File: config.mk
export PLATFORM = sky130hd
export DESIGN_NAME = wte_unscale
export DESIGN_NICKNAME = d
export VERILOG_FILES = /design/src/sv/wte_pkg.sv /design/src/sv/wte_unscale.sv
export SDC_FILE = /design/constraint.sdc
export NUM_CORES = 2
export LEC_CHECK = 0
export BUFFER_PORTS_ARGS = -buffer_cell sky130_fd_sc_hd__buf_2
export CAP_MARGIN = 20
export CORE_ASPECT_RATIO = 2
export CORE_UTILIZATION = 45
export DETAILED_ROUTE_END_ITERATION = 6
export PLACE_DENSITY = 0.63
export SYNTH_ARGS = -nofsm -noshare
export SYNTH_HDL_FRONTEND = slang
export SYNTH_SLANG_ARGS = --single-unit
File: constraint.sdc
create_clock -name clk_i -period 12.91 [get_ports clk_i]
set_input_delay 2.582 -clock clk_i [delete_from_list [all_inputs] [get_ports clk_i]]
set_output_delay 2.582 -clock clk_i [all_outputs]
set_load 0.005 [all_outputs]
File: src/sv/wte_pkg.sv
// Package with the payload types, constants and helper functions of the wind triangle estimator.
package wte_pkg;

  // Width of the internal velocity datapath (Q16 of 1/128 m/s with headroom).
  localparam int unsigned CW = 40;
  // Number of entries in the arctangent table.
  localparam int unsigned ATAN_ENTRIES = 24;
  // Reciprocal of the CORDIC gain in Q30.
  localparam logic [29:0] INV_GAIN_Q30 = 30'd652032874;
  localparam logic [31:0] HALF_TURN    = 32'h8000_0000;
  localparam logic [31:0] QUARTER_TURN = 32'h4000_0000;
  // Reset value of the minimum airspeed register.
  localparam logic [14:0] MIN_AIRSPEED_RESET = 15'd1280;

  typedef enum logic {
    CORDIC_ROTATE,
    CORDIC_VECTOR
  } cordic_mode_e;

  // One input item.
  typedef struct packed {
    logic signed [15:0] ground_vel_north;
    logic signed [15:0] ground_vel_east;
    logic signed [15:0] ground_vel_down;
    logic        [15:0] heading_angle;
    logic signed [15:0] pitch_angle;
    logic        [14:0] true_airspeed;
  } in_t;

  // One result item.
  typedef struct packed {
    logic               valid_res;
    logic        [15:0] wind_speed;
    logic        [15:0] wind_from_dir;
    logic signed [15:0] wind_vertical;
  } res_t;

  // Sideband carried alongside the pitch rotation.
  typedef struct packed {
    logic signed [15:0] gn;
    logic signed [15:0] ge;
    logic signed [15:0] gd;
    logic        [15:0] heading;
    logic               ok;
  } side_a_t;

  // Sideband carried alongside the heading rotation.
  typedef struct packed {
    logic signed [15:0] gn;
    logic signed [15:0] ge;
    logic        [15:0] heading;
    logic signed [15:0] up;
    logic               ok;
  } side_b_t;

  // Sideband carried alongside the vectoring pass.
  typedef struct packed {
    logic signed [15:0] up;
    logic               calm;
    logic               ok;
  } side_c_t;

  // Sideband carried alongside the final gain correction.
  typedef struct packed {
    logic        [15:0] dir;
    logic signed [15:0] up;
    logic               calm;
    logic               ok;
  } side_d_t;

  // Arctangent of 2^-i as a 32-bit binary angle.
  function automatic logic [31:0] atan_angle(input logic [4:0] idx);
    logic [31:0] a;
    unique case (idx)
      5'd0:    a = 32'h20000000;
      5'd1:    a = 32'h12E4051E;
      5'd2:    a = 32'h09FB385B;
      5'd3:    a = 32'h051111D4;
      5'd4:    a = 32'h028B0D43;
      5'd5:    a = 32'h0145D7E1;
      5'd6:    a = 32'h00A2F61E;
      5'd7:    a = 32'h00517C55;
      5'd8:    a = 32'h0028BE53;
      5'd9:    a = 32'h00145F2F;
      5'd10:   a = 32'h000A2F98;
      5'd11:   a = 32'h000517CC;
      5'd12:   a = 32'h00028BE6;
      5'd13:   a = 32'h000145F3;
      5'd14:   a = 32'h0000A2FA;
      5'd15:   a = 32'h0000517D;
      5'd16:   a = 32'h000028BE;
      5'd17:   a = 32'h0000145F;
      5'd18:   a = 32'h00000A30;
      5'd19:   a = 32'h00000518;
      5'd20:   a = 32'h0000028C;
      5'd21:   a = 32'h00000146;
      5'd22:   a = 32'h000000A3;
      5'd23:   a = 32'h00000051;
      default: a = 32'h00000000;
    endcase
    return a;
  endfunction

  // Round half up from Q16 and saturate to a signed 16-bit value.
  function automatic logic signed [15:0] round_sat_s16(input logic signed [CW-1:0] v);
    logic signed [CW-1:0] t;
    logic signed [CW-1:0] r;
    logic signed [15:0]   o;
    t = v + CW'(32768);
    r = t >>> 16;
    if (r > CW'(32767)) begin
      o = 16'sh7FFF;
    end else if (r < -CW'(32768)) begin
      o = 16'sh8000;
    end else begin
      o = r[15:0];
    end
    return o;
  endfunction

  // Round half up from Q16 and saturate to an unsigned 16-bit value.
  function automatic logic [15:0] round_sat_u16(input logic signed [CW-1:0] v);
    logic signed [CW-1:0] t;
    logic signed [CW-1:0] r;
    logic        [15:0]   o;
    t = v + CW'(32768);
    r = t >>> 16;
    if (r > CW'(65535)) begin
      o = 16'hFFFF;
    end else if (r < 0) begin
      o = 16'h0000;
    end else begin
      o = r[15:0];
    end
    return o;
  endfunction

endpackage

File: src/sv/wte_unscale.sv
// Two-stage multiplier that removes the CORDIC gain from a signed value, flooring the result.
module wte_unscale #(
  parameter int unsigned SW = 8
) (
  input  logic                          clk_i,
  input  logic                          rst_ni,
  input  logic                          v_i,
  input  logic signed [wte_pkg::CW-1:0] d_i,
  input  logic        [SW-1:0]          side_i,
  output logic                          v_o,
  output logic signed [wte_pkg::CW-1:0] d_o,
  output logic        [SW-1:0]          side_o
);

  localparam int unsigned LW = wte_pkg::CW / 2;
  localparam int unsigned HW = wte_pkg::CW - LW;
  localparam int unsigned PW = wte_pkg::CW + 30;

  logic                      va_q, vb_q;
  logic                      neg_q;
  logic [LW+29:0]            lo_q;
  logic [HW+29:0]            hi_q;
  logic [SW-1:0]             sa_q, sb_q;
  logic signed [wte_pkg::CW-1:0] d_q;
  logic [wte_pkg::CW-1:0]    mag;
  logic [PW-1:0]             prod;
  logic [PW-1:0]             adj;
  logic [wte_pkg::CW-1:0]    shr;
  logic signed [wte_pkg::CW-1:0] d_d;

  // Magnitude of the operand, split into two halves for the partial products.
  assign mag = d_i[wte_pkg::CW-1] ? wte_pkg::CW'(-d_i) : wte_pkg::CW'(d_i);

  // Sum of the partial products, then a floor shift in the operand's sign.
  always_comb begin
    prod = {hi_q, {LW{1'b0}}} + PW'(lo_q);
    adj  = neg_q ? (prod + PW'(32'h3FFF_FFFF)) : prod;
    shr  = adj[PW-1:30];
    d_d  = neg_q ? -$signed(shr) : $signed(shr);
  end

  // Valid bits of both stages.
  always_ff @(posedge clk_i or negedge rst_ni) begin
    if (!rst_ni) begin
      va_q <= 1'b0;
      vb_q <= 1'b0;
    end else begin
      va_q <= v_i;
      vb_q <= va_q;
    end
  end

  // Payload registers.
  always_ff @(posedge clk_i) begin
    neg_q <= d_i[wte_pkg::CW-1];
    lo_q  <= mag[LW-1:0] * wte_pkg::INV_GAIN_Q30;
    hi_q  <= mag[wte_pkg::CW-1:LW] * wte_pkg::INV_GAIN_Q30;
    sa_q  <= side_i;
    d_q   <= d_d;
    sb_q  <= sa_q;
  end

  assign v_o    = vb_q;
  assign d_o    = d_q;
  assign side_o = sb_q;

endmodule

==> run_results.csv <==
group,metric,value,unit
cts,cts.sinks,157,
cts,cts.path.max_buffers,2,
timing,slew_viol_final,0,
synthesis,yosysTopAreaCellShare,33.0,%
synthesis,synthXorXnorAreaFrac,7.16,%
status,violations,"design-rule violations",
cts,cts_hold_buf,0,
synthesis,synth.distinct_cells,83,
synthesis,synthCells,2944,
cts,path_clk_slew,70,ps
detailed_routing,drt_pre_antenna_iters,7,
timing,timing.fmax,0.0801,GHz
critical_path,critPathRequiredTime,13280,ps
synthesis,ys_warn_count,0,
synthesis,synth_top_family_by_area,"adder cells",
layout,final_area,32300,um^2
synthesis,syn_area,28500,um^2
layout,antenna_cells,0,
critical_path,slowest_delay,560,ps
synthesis,yosysMostFrequentCell,"inv_1",
status,outcome,"finished with violations",
global_route,grt_first_pass_wirelength,139000,um
synthesis,synthTopCellsByArea,"fa_1 (33%), ha_1 (20%), dfxtp_1 (11%), inv_1 (9.3%), xnor2_1 (4.9%)",
place,routabilityCongestion,1.00,
cts,cts_root_buf,"clkbuf_16",
critical_path,startpoint_type,"input pin",
place,port_buffers,99,
detailed_routing,routedWlPerCell,22.6,um
floorplan,ios,100,
synthesis,async_flop_share,1.27,%
global_route,antenna_found_initial,1,
global_route,overflow,0,
synthesis,synthAdderAreaFrac,53.2,%
detailed_routing,final_antenna_net_count,0,
global_route,grt_use_total,29.4,%
timing,relSlewSlack,33.5,%
place,dp_hpwl,85000,um
min_path,hp-class,"flop to flop",
place,dpl_cell_area,31600,um^2
detailed_routing,drt_iter0_markers,777,
layout,stdcell_count,4067,
global_route,grt_pass1_vias,24800,
cts,htree_levels,4,
timing,hold_viol,0,
place,placedCellCount,4035,
synthesis,synth_compound_area_share,10.1,%
detailed_routing,wl,91900,um
synthesis,synth_edf_count,0,
synthesis,yosysSeqAreaShare,11.1,%
synthesis,yosysTopAreaCell,"fa_1",
cts,cts_tree,"done",
run,maxCapViolations,0,
timing,worst_pin_slew,991,ps
layout,drive_above_1_share,13.1,%
synthesis,syn_avg_cell_area,9.67,um^2
detailed_routing,vias_per_cell,5.34,
floorplan,initial_utilization,45.5,%
synthesis,syn-num-nets,3924,
layout,area_growth,13.4,%
timing,fin_crit,12490,ps
floorplan,std_cell_rows,130,
synthesis,synth_simple_gate_area_share,8.48,%
critical_path,crit_type,"input pin to flop",
floorplan,dieArea,64300,um^2
synthesis,netlist_top_cells_count,"inv_1 (706), fa_1 (470), ha_1 (459)",
synthesis,synthMuxAreaShare,0.189,%
floorplan,die_y,358,um
cts,insertion_delay,430,ps
global_route,grt_start_max_net_pins,32,
critical_path,end_kind,"flop",
layout,fin_nets,4242,
timing,post-route-period-util,96.7,%
detailed_routing,vias,21700,
detailed_routing,drc,6,
floorplan,die-width,180,um
synthesis,synth.ff_latch_count,157,
timing,finalSetupViolations,0,
cts,cts_made_buffers,17,
critical_path,crit_fanout,3,
timing,fin_skew,12.3,ps
floorplan,core,62600,um^2
synthesis,ys.flop_type,"dfxtp_1",
critical_path,arrival,12860,ps
critical_path,cp_slowest_cell,"fa_1",
==> logic make-up after synthesis <==
kind of cell    Yosys count
compound gates          432
simple gates            455
fa+ha+maj               929
xor+xnor                232
flops                   157
mux                       5
buf+inv                 734
==> routing by layer <==
metal  vias up  part of all wire, %  global-route usage, %
li1      10100                    -                      -
met4         0                   11                   27.1
met1     10800                   27                   22.4
met2       474                   60                   62.3
met3       254                  1.8                   2.54
met5         -                    0                      0
==> placed cells by master (no fill, tap or decap), types with 15 or more instances in the layout <==
cell type / instances
clkbuf_16: 17
nor2b_1: 18
buf_2: 99
and3_1: 27
nor3_1: 29
xnor2_1: 155
nand4_1: 26
buf_4: 228
nor2_1: 94
nand3_1: 49
o21ai_0: 77
a211oi_1: 15
inv_1: 706
ha_1: 458
dfxtp_1: 155
o21a_1: 20
xor2_1: 72
a21o_1: 54
fa_1: 466
a21oi_1: 116
nand2_1: 95
o21bai_1: 17
==> worst max-delay path: cells and delay by family <==
| kind | cells | cell delay (ps) |
|---|---|---|
| compound gates | 12 | 2530 |
| xor+xnor | 2 | 660 |
| fa+ha+maj | 8 | 3830 |
| buf+inv | 11 | 1340 |
| simple gates | 7 | 1890 |
==> stage by stage <==
step                hold slack, ps  setup slack (ps)  utilization, %  setup TNS (ps)
finish                         329               423            51.6               0
global route                   337             -2.57            51.6           -2.57
CTS                            331               123            51.4               0
detailed placement             315              -298            50.4           -1200
global placement               311              -187            50.4            -579
floorplan                      310              76.1               -               0
==> timing repair <==
action | CTS | global route
gates resized for setup | 0 | 28
endpoints found under the setup margin | 0 | 11
setup buffers | 0 | 0
==> sequential cells by signal (all words and copies together) (netlist names) <==
register	count
lo_q	49
v_o	1
neg_q	1
d_o	40
va_q	1
sa_q	8
side_o	8
hi_q	49
==> final timing paths <==
check,startpoint,to,slack [ps],depth (start not counted)
setup / recovery,d_i[2],lo_q[48],420,40
hold / removal,sa_q[7],side_o[7],330,0
setup reg to reg,hi_q[1],d_o[39],6850,17
hold reg to reg,sa_q[7],side_o[7],330,0
max in group asynchronous,rst_ni,v_o,10900,1
min in group asynchronous,rst_ni,va_q,1920,1
==> final cells by class <==
class / count / area (um^2)
inverters: 706 / 2650
flip-flops and latches: 157 / 3150
fillers: 5883 / 30300
multi-input cells: 2053 / 22700
clock buffers: 18 / 439
clock inverters: 14 / 168
well taps: 792 / 991
repair buffers: 327 / 2210
Power is not shown: default switching activity piles up to over one toggle a cycle in this logic, so the estimate is an artifact.
